**src/hdl/blid_pkg.sv**
```systemverilog
// ----------------------------------------------------------------------------
// blid_pkg
// Shared constants and types for the bounded list insert/delete core.
// ----------------------------------------------------------------------------
package blid_pkg;

	localparam int DEF_CAPACITY = 32;
	localparam int DATA_W       = 32;
	localparam int FUNC_W       = 2;
	localparam int POS_W        = 7;

	localparam logic [FUNC_W-1:0] FUNC_PUSH_FRONT = 2'd0;
	localparam logic [FUNC_W-1:0] FUNC_PUSH_BACK  = 2'd1;
	localparam logic [FUNC_W-1:0] FUNC_DELETE     = 2'd2;

	// flags that travel with one result item
	typedef struct packed {
		logic last;
		logic empty_res;
		logic dropped;
	} emit_flags_t;

endpackage

```
**src/hdl/blid_ram.sv**
```systemverilog
// ----------------------------------------------------------------------------
// blid_ram
// Generic single write port, single read port RAM with registered read.
// ----------------------------------------------------------------------------
module blid_ram #(
	parameter int WIDTH = 32,
	parameter int DEPTH = 32
) (
	input  logic                     clk,
	input  logic                     we,
	input  logic [$clog2(DEPTH)-1:0] waddr,
	input  logic [WIDTH-1:0]         wdata,
	input  logic [$clog2(DEPTH)-1:0] raddr,
	output logic [WIDTH-1:0]         rdata
);

	logic [WIDTH-1:0] mem_q [DEPTH];

	always_ff @(posedge clk) begin
		if (we) begin
			mem_q[waddr] <= wdata;
		end
		rdata <= mem_q[raddr];
	end

endmodule

```
**src/hdl/blid_out.sv**
```systemverilog
// ----------------------------------------------------------------------------
// blid_out
// Output register for result items, decouples the sequencer from res_stall.
// ----------------------------------------------------------------------------
module blid_out import blid_pkg::*; (
	input  logic                     clk,
	input  logic                     arst_n,
	input  logic                     load,
	input  logic signed [DATA_W-1:0] load_element,
	input  emit_flags_t              load_flags,
	output logic                     free,
	output logic                     res_valid,
	input  logic                     res_stall,
	output logic signed [DATA_W-1:0] element,
	output logic                     last,
	output logic                     empty_res,
	output logic                     dropped
);

	logic                     valid_q;
	logic signed [DATA_W-1:0] element_q;
	emit_flags_t              flags_q;

	assign free = !valid_q || !res_stall;

	always_ff @(posedge clk or negedge arst_n) begin
		if (!arst_n) begin
			valid_q <= 1'b0;
		end else if (load) begin
			valid_q <= 1'b1;
		end else if (!res_stall) begin
			valid_q <= 1'b0;
		end
	end

	always_ff @(posedge clk) begin
		if (load) begin
			element_q <= load_element;
			flags_q   <= load_flags;
		end
	end

	assign res_valid = valid_q;
	assign element   = element_q;
	assign last      = flags_q.last;
	assign empty_res = flags_q.empty_res;
	assign dropped   = flags_q.dropped;

endmodule

```
**src/hdl/blid_seq.sv**
```systemverilog
// ----------------------------------------------------------------------------
// blid_seq
// Sequencer: applies a request to the list store, shifts entries on delete
// and walks the list front to back to emit it.
// ----------------------------------------------------------------------------
module blid_seq import blid_pkg::*; #(
	parameter int CAPACITY = DEF_CAPACITY,
	localparam int PW = $clog2(CAPACITY),
	localparam int CW = $clog2(CAPACITY + 1)
) (
	input  logic                     clk,
	input  logic                     arst_n,
	input  logic                     req_valid,
	output logic                     req_stall,
	input  logic [FUNC_W-1:0]        func,
	input  logic signed [DATA_W-1:0] value,
	input  logic signed [POS_W-1:0]  position,
	output logic                     ram_we,
	output logic [PW-1:0]            ram_waddr,
	output logic [DATA_W-1:0]        ram_wdata,
	output logic [PW-1:0]            ram_raddr,
	input  logic [DATA_W-1:0]        ram_rdata,
	input  logic                     out_free,
	output logic                     out_load,
	output logic signed [DATA_W-1:0] out_element,
	output emit_flags_t              out_flags
);

	localparam logic [1:0] ST_IDLE    = 2'd0;
	localparam logic [1:0] ST_SHIFT   = 2'd1;
	localparam logic [1:0] ST_EMIT_RD = 2'd2;
	localparam logic [1:0] ST_EMIT_WR = 2'd3;

	logic [1:0]    state_q;
	logic [CW-1:0] count_q;
	logic [PW-1:0] front_q;
	logic [CW-1:0] idx_q;
	logic          drop_q;
	logic          shift_v_s1;
	logic [PW-1:0] shift_addr_s1;

	logic          req_acc;
	logic          full;
	logic          del_ok;
	logic [PW-1:0] front_dec;
	logic [CW-1:0] idx_inc;
	logic          list_empty;
	logic          emit_last;

	function automatic logic [PW-1:0] slot_of(input logic [PW-1:0] base,
		input logic [CW-1:0] i);
		logic [CW:0] s;
		s = (CW+1)'(base) + (CW+1)'(i);
		if (s >= (CW+1)'(CAPACITY)) begin
			s = s - (CW+1)'(CAPACITY);
		end
		return s[PW-1:0];
	endfunction

	assign req_stall  = (state_q != ST_IDLE);
	assign req_acc    = req_valid && (state_q == ST_IDLE);
	assign full       = (count_q == CW'(CAPACITY));
	assign del_ok     = !position[POS_W-1] && (7'(position[POS_W-2:0]) < 7'(count_q));
	assign front_dec  = (front_q == '0) ? PW'(CAPACITY - 1) : front_q - PW'(1);
	assign idx_inc    = idx_q + CW'(1);
	assign list_empty = (count_q == '0);
	assign emit_last  = list_empty || (idx_inc == count_q);

	// store write port: inserts on accept, shifted entries during delete
	always_comb begin
		ram_we    = 1'b0;
		ram_waddr = slot_of(front_q, count_q);
		ram_wdata = value;
		if (req_acc && !full && func == FUNC_PUSH_FRONT) begin
			ram_we    = 1'b1;
			ram_waddr = front_dec;
		end else if (req_acc && !full && func == FUNC_PUSH_BACK) begin
			ram_we    = 1'b1;
		end else if (shift_v_s1) begin
			ram_we    = 1'b1;
			ram_waddr = shift_addr_s1;
			ram_wdata = ram_rdata;
		end
	end

	assign ram_raddr = (state_q == ST_SHIFT) ? slot_of(front_q, idx_inc)
	                                         : slot_of(front_q, idx_q);

	assign out_load        = (state_q == ST_EMIT_WR) && out_free;
	assign out_element     = list_empty ? '0 : ram_rdata;
	assign out_flags.last      = emit_last;
	assign out_flags.empty_res = list_empty;
	assign out_flags.dropped   = drop_q;

	always_ff @(posedge clk or negedge arst_n) begin
		if (!arst_n) begin
			state_q       <= ST_IDLE;
			count_q       <= '0;
			front_q       <= '0;
			idx_q         <= '0;
			drop_q        <= 1'b0;
			shift_v_s1    <= 1'b0;
			shift_addr_s1 <= '0;
		end else begin
			case (state_q)
				ST_IDLE: begin
					if (req_acc) begin
						idx_q   <= '0;
						state_q <= ST_EMIT_RD;
						drop_q  <= 1'b1;
						case (func)
							FUNC_PUSH_FRONT: begin
								if (!full) begin
									front_q <= front_dec;
									count_q <= count_q + CW'(1);
									drop_q  <= 1'b0;
								end
							end
							FUNC_PUSH_BACK: begin
								if (!full) begin
									count_q <= count_q + CW'(1);
									drop_q  <= 1'b0;
								end
							end
							FUNC_DELETE: begin
								if (del_ok) begin
									count_q <= count_q - CW'(1);
									idx_q   <= CW'(position[POS_W-2:0]);
									drop_q  <= 1'b0;
									state_q <= ST_SHIFT;
								end
							end
							default: begin
								drop_q <= 1'b1;
							end
						endcase
					end
				end
				ST_SHIFT: begin
					if (idx_q < count_q) begin
						shift_v_s1    <= 1'b1;
						shift_addr_s1 <= slot_of(front_q, idx_q);
						idx_q         <= idx_inc;
					end else begin
						shift_v_s1 <= 1'b0;
						idx_q      <= '0;
						state_q    <= ST_EMIT_RD;
					end
				end
				ST_EMIT_RD: begin
					state_q <= ST_EMIT_WR;
				end
				ST_EMIT_WR: begin
					if (out_free) begin
						if (emit_last) begin
							state_q <= ST_IDLE;
						end else begin
							idx_q   <= idx_inc;
							state_q <= ST_EMIT_RD;
						end
					end
				end
				default: begin
					state_q <= ST_IDLE;
				end
			endcase
		end
	end

`ifndef SYNTHESIS
	a_count_bound: assert property (@(posedge clk) disable iff (!arst_n)
		count_q <= CW'(CAPACITY))
		else $error("entry count above capacity");

	a_front_bound: assert property (@(posedge clk) disable iff (!arst_n)
		32'(front_q) < CAPACITY)
		else $error("front pointer out of range");

	a_no_write_in_emit: assert property (@(posedge clk) disable iff (!arst_n)
		(state_q == ST_EMIT_RD || state_q == ST_EMIT_WR) |-> !ram_we)
		else $error("store written while emitting");

	a_shift_in_shift: assert property (@(posedge clk) disable iff (!arst_n)
		shift_v_s1 |-> state_q == ST_SHIFT)
		else $error("shift write pending outside shift state");

	a_push_count: assert property (@(posedge clk) disable iff (!arst_n)
		(req_acc && !full && func == FUNC_PUSH_BACK) |=>
		count_q == $past(count_q) + CW'(1))
		else $error("count not advanced on insert");
`endif

endmodule

```
**src/hdl/bounded_list_insert_delete_core.sv**
```systemverilog
// an accepted request runs ST_SHIFT on delete, then ST_EMIT_RD and ST_EMIT_WR, to load its first result
// ST_EMIT_WR waits for a free output register; new requests stall until the last result loads
// delete at position P of N entries first moves the N - P - 1 entries after P one slot toward the front
// one read per cycle drives the delete shift; each result is read in ST_EMIT_RD, loaded in ST_EMIT_WR
// reset: asynchronous, clears entry count, front pointer and sequencer; store is not cleared
// ----------------------------------------------------------------------------
// bounded_list_insert_delete_core
// Ordered list of signed values held in a circular RAM, with front/back
// insert and positional delete; emits the whole list after every request.
// ----------------------------------------------------------------------------
module bounded_list_insert_delete_core import blid_pkg::*; #(
	parameter int CAPACITY = DEF_CAPACITY
) (
	input  logic                     clk,
	input  logic                     arst_n,
	input  logic                     req_valid,
	output logic                     req_stall,
	input  logic [FUNC_W-1:0]        func,
	input  logic signed [DATA_W-1:0] value,
	input  logic signed [POS_W-1:0]  position,
	output logic                     res_valid,
	input  logic                     res_stall,
	output logic signed [DATA_W-1:0] element,
	output logic                     last,
	output logic                     empty_res,
	output logic                     dropped
);

	localparam int PW = $clog2(CAPACITY);

	logic                     ram_we;
	logic [PW-1:0]            ram_waddr;
	logic [DATA_W-1:0]        ram_wdata;
	logic [PW-1:0]            ram_raddr;
	logic [DATA_W-1:0]        ram_rdata;
	logic                     out_free;
	logic                     out_load;
	logic signed [DATA_W-1:0] out_element;
	emit_flags_t              out_flags;

	blid_ram #(
		.WIDTH(DATA_W),
		.DEPTH(CAPACITY)
	) u_store (
		.clk  (clk),
		.we   (ram_we),
		.waddr(ram_waddr),
		.wdata(ram_wdata),
		.raddr(ram_raddr),
		.rdata(ram_rdata)
	);

	blid_seq #(
		.CAPACITY(CAPACITY)
	) u_seq (
		.clk        (clk),
		.arst_n     (arst_n),
		.req_valid  (req_valid),
		.req_stall  (req_stall),
		.func       (func),
		.value      (value),
		.position   (position),
		.ram_we     (ram_we),
		.ram_waddr  (ram_waddr),
		.ram_wdata  (ram_wdata),
		.ram_raddr  (ram_raddr),
		.ram_rdata  (ram_rdata),
		.out_free   (out_free),
		.out_load   (out_load),
		.out_element(out_element),
		.out_flags  (out_flags)
	);

	blid_out u_out (
		.clk         (clk),
		.arst_n      (arst_n),
		.load        (out_load),
		.load_element(out_element),
		.load_flags  (out_flags),
		.free        (out_free),
		.res_valid   (res_valid),
		.res_stall   (res_stall),
		.element     (element),
		.last        (last),
		.empty_res   (empty_res),
		.dropped     (dropped)
	);

endmodule

```
**config.mk**
```make
export PLATFORM = sky130hd
export DESIGN_NAME = bounded_list_insert_delete_core
export DESIGN_NICKNAME = d
export VERILOG_FILES = /design/src/hdl/blid_pkg.sv /design/src/hdl/blid_ram.sv /design/src/hdl/blid_out.sv /design/src/hdl/blid_seq.sv /design/src/hdl/bounded_list_insert_delete_core.sv
export SDC_FILE = /design/constraint.sdc
export NUM_CORES = 1
export LEC_CHECK = 0
export BUFFER_PORTS_ARGS = -buffer_cell sky130_fd_sc_hd__buf_2
export CAP_MARGIN = 40
export CORE_ASPECT_RATIO = 0.75
export CORE_MARGIN = 1
export CORE_UTILIZATION = 56
export DETAILED_ROUTE_END_ITERATION = 7
export PLACE_DENSITY = 0.75
export SLEW_MARGIN = 20
export SYNTH_ARGS = -nofsm -noshare
export SYNTH_HDL_FRONTEND = slang
export SYNTH_SLANG_ARGS = --single-unit
```
**constraint.sdc**
```tcl
create_clock -name clk -period 4.3 [get_ports clk]
set_clock_uncertainty 0.2 [all_clocks]
set_input_delay 0.86 -clock clk [delete_from_list [all_inputs] [get_ports clk]]
set_output_delay 0.86 -clock clk [all_outputs]
set_load 0.02 [all_outputs]
```
* Yosys cells after proc, flatten, opt, wreduce, memory -nomap -nowiden
Memory sizes are Yosys's and may differ from the RTL's. A register that Yosys moved wholly into a read port is not among the register bits. Cells that the tools add are included.
Storage, ports and cells: logic and storage cells 108, bits of input ports 45, register bits 62, memories kept 1, output and inout port bits 37, bits in writable memories 1024
Memory list:
- u_store.mem_q | depth 32, width 32, read ports 1, clocked after Yosys merged registers in 1, write ports 1, line blid_ram.sv:17 | logic [WIDTH-1:0] mem_q [DEPTH];
Cells by class: bitwise operators 1, reductions and logical operators 26, equal/unequal tests 14, order comparisons 5, mux-type cells 39, add/sub/neg operators 10
Operators with widths (number):
- 2-to-1 mux 32 bit | 3
- 2-to-1 mux 6 bit | 8
- 2-to-1 mux 5 bit | 8
- adder 5 x 6 -> 7 bit | 3
- >= comparator 7 x 6 -> 1 bit, second input constant | 3
- subtractor 5 x 1 -> 5 bit, second input constant | 4
- case mux 6 bit (3 select lines) | 1
- adder 6 x 1 -> 6 bit, second input constant | 2
- less-than comparator 6 bit | 2
- 2-to-1 mux 2 bit | 6
- case mux 6 bit (2 select lines) | 1
- 2-to-1 mux 1 bit | 10
- inequality test 2 x 1 -> 1 bit, second input constant | 4
- case mux 2 bit (4 select lines) | 1
- AND reduction 4 bit | 2
- == test 2 bit, second input constant | 3
- == test 6 bit | 1
- == test 6 bit, second input constant | 1
- logical AND 1 bit | 6
- logical NOT 6 bit | 1
- inequality test 2 bit, second input constant | 3
- subtractor 6 x 1 -> 6 bit, second input constant | 1
- logical NOT 5 bit | 1
- AND reduction 5 bit | 1
- other kinds (11) | 19

* Longest topological paths before layout
word-level depth 8, gate-level depth with buffers 12, gate-level depth less buffers 10

* Cells and area by module
Synthesis repeated with hierarchy kept, for this count alone.
Unflattened totals: cells, all modules 2717, area total of the unflattened synthesis 44705.4 µm²
Modules (own cells, without submodules):
- blid_ram | area an instance 40492.6 µm², times used 1, cells each 2260
- blid_seq | area an instance 3125.5 µm², times used 1, cells each 419
- blid_out | area an instance 1087.3 µm², times used 1, cells each 38

* Least setup slack after synthesis
Ideal clock, no wire load.
kind in2reg, start input port req_valid, end memory u_store.mem_q[8][0], enable pin, setup slack -45 ps, cell stages on the path 7, required time 3679 ps, arrival 3723 ps, cell sequence nor3b_1 > o311a_1 > nor2b_1 > nor2_1 > a221oi_2 > nand2_1 > nor2_1
On the way: word-level cells in the longest chain between the ends 7, elaborated cells between the ends (all ways) 10
RTL lines:
- from (decl) | line bounded_list_insert_delete_core.sv:16 | input logic req_valid,
- logical AND 1 bit * | line blid_seq.sv:61 | assign req_acc = req_valid && (state_q == ST_IDLE);
- logical AND 1 bit * | line blid_seq.sv:74, blid_seq.sv:77
- logical AND 1 bit | line blid_seq.sv:77 | end else if (req_acc && !full && func == FUNC_PUSH_BACK) begin
- 2-to-1 mux 1 bit | line blid_seq.sv:77
- 2-to-1 mux 1 bit | line blid_seq.sv:74 | if (req_acc && !full && func == FUNC_PUSH_FRONT) begin
- 2-to-1 mux 1 bit | line blid_ram.sv:20 | if (we) begin
- 2-to-1 mux 1 bit (implied by the code) | line blid_ram.sv:21 | mem_q[waddr] <= wdata;
- to (decl) | line blid_ram.sv:17
Every way passes the cells marked *; elsewhere a longest branch is shown, timed or not.

* Worst setup path after layout
start register u_seq.count_q[0], end memory u_store.mem_q[14][9], enable pin
On the way: word-level cells in the longest chain between the ends 8, elaborated cells between the ends (all ways) 16
RTL lines:
- from (decl) | line blid_seq.sv:35 | logic [CW-1:0] count_q;
- from (signal assigned) | line blid_seq.sv:115 | count_q <= count_q + CW'(1);
- from (signal assigned) | line blid_seq.sv:121 | count_q <= count_q + CW'(1);
- from (signal assigned) | line blid_seq.sv:127 | count_q <= count_q - CW'(1);
- branches (longest 8 deep; another with adder 5 x 6 -> 7 bit)
Several ways; the timed one is not identified.

==> PnR_summary.wiki <==
{| class="wikitable"
! Metric !! Value
|-
| Status || complete, no violations
|-
| Initial Utilization || 57.11%
|-
| Number of global-route vias before repair || 21890
|-
| Number of cells upsized or downsized after cts || 0
|-
| Synth unique cells || 54
|-
| Wire length per cell after detailed routing || 29.16 um
|-
| DR vias/cell || 6.316
|-
| Most numerous cell in the Yosys netlist || sky130_fd_sc_hd__edfxtp_1
|-
| Post-route clock period utilization || 91.98%
|-
| Proportion of register bits with asynchronous set or reset after synthesis || 2.415%
|-
| Register area || 0.03312 mm2
|-
| Post-route ant nets || 0
|-
| Max rail drop VDD || 0.8482 mV
|-
| Number of buffers added by the clock tree synthesis step || 102
|-
| Sequential share of the synthesized area || 74.71%
|-
| Root buffer selected by CTS || sky130_fd_sc_hd__clkbuf_16
|-
| Post-synth design cell area || 0.04433 mm2
|-
| Worst slew slack as a fraction of its limit || 45.60%
|-
| Number of enable flip-flop cells after synthesis || 1059
|-
| Minimum setup slack among reg-to-reg paths || 340 ps
|-
| Reg-to-reg critical path endpoint || u_store.mem_q[14][9]$_DFFE_PP_
|-
| Detailed-route DRC error count || 0
|-
| Number of placement rows || 88
|-
| Final count of hold timing violations || 0
|-
| Pin slew with the least headroom to its limit || 816.1 ps
|-
| Synth Register Bits || 1118
|-
| Startpoint types || register
|-
| Global routing usage summed across all routing layers || 24.98%
|-
| Chip width || 326.9 um
|-
| Setup repair after global routing missed its margin || no
|-
| Maximum number of pins on one net before global-route repair || 89
|-
| Pwr per Cell Area || 821.1 mW/mm2
|-
| Finished Layout Cells || 3367
|-
| Fraction of layout cells with a size suffix above 1 || 30.36%
|-
| Endpoint of the worst setup timing path || u_store.mem_q[14][9]$_DFFE_PP_
|-
| Tmin final || 3955 ps
|-
| Achievable Freq || 252.8 MHz
|-
| Data arrival time of the critical path || 4050 ps
|-
| Wire length of the first global-routing pass || 145.8 mm
|-
| Max clock buf depth || 3
|-
| Layout overhead on the synthesized area || 13.49%
|-
| Detailed placer's ending HPWL || 56.50 mm
|-
| Clock latency at the later pin of the worst-skew pair || 670 ps
|-
| Start-to-end type of the worst setup path || reg -> reg
|-
| Yosys warnings || 0
|-
| Floorplan core area || 0.07762 mm2
|-
| Antenna violations before repair || 0
|-
| Die height || 245.7 um
|-
| Yosys top cell area share || 71.74%
|-
| Violation count after the first detailed-routing iteration || 2368
|-
| Fraction of power spent switching nets || 33.93%
|-
| Leakage || 17.08 nW
|-
| Most frequent cells after synthesis || sky130_fd_sc_hd__edfxtp_1, sky130_fd_sc_hd__mux4_2, sky130_fd_sc_hd__mux2i_1
|-
| Yosys top cell by area || sky130_fd_sc_hd__edfxtp_1
|-
| Syn Area/Cell || 21.60 um2
|-
| Most area-consuming cells after synthesis || sky130_fd_sc_hd__edfxtp_1, sky130_fd_sc_hd__mux4_2, sky130_fd_sc_hd__mux2i_1
|-
| Critical Path RT || 4390 ps
|-
| Multi-input combinational cell area || 0.01082 mm2
|-
| Final count of pins violating max slew || 0
|-
| Clock-pin slew on the worst setup and hold paths || 60 ps
|-
| Origin of the worst setup path || u_seq.count_q[0]$_DFFE_PN0P_
|-
| Diodes inserted || 0
|-
| Worst-path fanout max || 20
|-
| TritonCTS clock tree || built
|-
| Die Outline Area || 0.08030 mm2
|-
| Post-Synthesis Net Count || 2130
|-
| Final Instance Area || 0.05031 mm2
|-
| Switching pwr || 0.01402 W
|-
| Clock share of power || 22.5%
|-
| Max_cap viols || 0
|-
| Number of levels the H-tree was split into || 3
|-
| Via count || 21270
|-
| Post-CTS setup-driven buffer insertion count || 0
|-
| Final setup violation count || 0
|-
| Worst R2R Path Depth || 11
|-
| Critical path capture point type || register
|-
| Initial DRT Pass Iterations || 5
|-
| Boundary pin count || 82
|-
| RD Place Congestion || 0.8376
|-
| Clock net sink count || 1118
|-
| Share of total power in sequential cells || 36.1%
|-
| Internal || 0.02729 W
|-
| Reg-to-reg critical path startpoint || u_seq.count_q[0]$_DFFE_PN0P_
|-
| IO Port Bufs || 81
|-
| NumNets Final || 2321
|-
| Post-synthesis instance total || 2052
|-
| Number of placed instances with taps included || 3172
|-
| Wire length reported by the detailed router || 98.17 mm
|-
| Fill cell count || 4960
|-
| Ys flop type || sky130_fd_sc_hd__edfxtp_1
|-
| Total placed instance area || 0.04682 mm2
|-
| Power share of the combinational group || 41.3%
|-
| Type of the tightest min-delay check || in -> async
|-
| Hold_buf cts || 0
|-
| Remaining global-route overflow || 0
|-
| Post-layout power || 0.04131 W
|}
## power groups by stage
stage	Clock, W	Sequential [W]	Combinational (W)
final	0.00931	0.0149	0.0171
after global routing	0.00985	0.0150	0.0182
after CTS	0.00942	0.0149	0.0172
after detailed placement	0	0.0151	0.0170
after global placement	0	0.0151	0.0167
after floorplan	0	0.0152	0.0118
## worst min-delay path by stage
stage,cells after the start,startpoint,endpoint
after floorplan,0,u_seq.drop_q$_DFFE_PN0P_,u_out.dropped$_DFFE_PP_
after global placement,0,u_seq.drop_q$_DFFE_PN0P_,u_out.dropped$_DFFE_PP_
after detailed placement,0,u_seq.drop_q$_DFFE_PN0P_,u_out.dropped$_DFFE_PP_
after CTS,1,arst_n,u_seq.drop_q$_DFFE_PN0P_
after global routing,1,arst_n,u_seq.drop_q$_DFFE_PN0P_
final,1,arst_n,u_seq.drop_q$_DFFE_PN0P_
## routing by layer
layer / vias up / wire length [um] / track usage (%)
met4: 0 / 1730 / 5.374
li1: 8879 / - / -
met1: 11360 / 41710 / 36.75
met3: 128 / 7125 / 4.106
met2: 895 / 47600 / 39.95
met5: - / 0 / 0
## flip-flops by register name, summed over array words and instances, names as in the netlist, 2 cells and up
| name | flops |
|---|---|
| u_store.rdata | 32 |
| u_seq.idx_q | 6 |
| u_seq.shift_addr_s1 | 5 |
| u_seq.state_q | 2 |
| u_seq.count_q | 6 |
| u_seq.front_q | 5 |
| u_store.mem_q | 1024 |
| u_out.element | 32 |
## critical path, stage by stage, from the launching register on
cell and delay, ps:
sky130_fd_sc_hd__dfrtp_1 500, sky130_fd_sc_hd__ha_1 270, sky130_fd_sc_hd__fa_1 410, sky130_fd_sc_hd__a21o_1 190, sky130_fd_sc_hd__a21oi_1 170, sky130_fd_sc_hd__xnor2_1 190
sky130_fd_sc_hd__xnor2_1 150, sky130_fd_sc_hd__o21ai_0 200, sky130_fd_sc_hd__o32a_1 550, sky130_fd_sc_hd__buf_6 220, sky130_fd_sc_hd__nor2_4 110, sky130_fd_sc_hd__buf_4 410
## logic make-up after synthesis
logic type / count (synthesis) / synth area share [%]
compound gates: 93 / 1.397
mux: 521 / 19.19
flops: 1118 / 74.71
fa+ha+maj: 33 / 0.9992
buf+inv: 119 / 1.600
xor+xnor: 28 / 0.5702
simple gates: 140 / 1.541
## layout make-up
| type | instances | area share, % |
|---|---|---|
| flip-flops and latches | 1118 | 65.83 |
| multi-input cells | 815 | 21.50 |
| clock buffers | 135 | 5.583 |
| repair buffers | 183 | 3.042 |
| well taps | 1035 | 2.574 |
| clock inverters | 58 | 1.306 |
| inverters | 23 | 0.1716 |
## cell usage in the layout (no fill, tap or decap), types with 27 or more instances in the layout
master                      synthesis  routed
sky130_fd_sc_hd__buf_12             0      27
sky130_fd_sc_hd__buf_2             36      82
sky130_fd_sc_hd__buf_4              0      71
sky130_fd_sc_hd__clkbuf_16          0     104
sky130_fd_sc_hd__dfrtp_1           27      27
sky130_fd_sc_hd__a21oi_1           29      28
sky130_fd_sc_hd__edfxtp_1        1059    1059
sky130_fd_sc_hd__mux2i_1          195     193
sky130_fd_sc_hd__nor2b_1           35      34
sky130_fd_sc_hd__nor2_4             0      32
sky130_fd_sc_hd__dfxtp_1           32      32
sky130_fd_sc_hd__mux2_2            70      70
sky130_fd_sc_hd__mux4_2           256     256
sky130_fd_sc_hd__nand2_1           31      31
sky130_fd_sc_hd__ha_1              29      29
## stage by stage
stage	setup slack, ps	TNS [ps]	hold WS, ps	util (%)
floorplan	-44.51	-24630	225.6	-
global placement	385.7	0	275.3	60.28
detailed placement	376.5	0	261.3	60.32
finish	344.8	0	19.22	64.81
global route	140.9	0	36.45	64.81
CTS	327.5	0	3.023	64.79
Note: power is estimated with default switching activity, not from simulation.
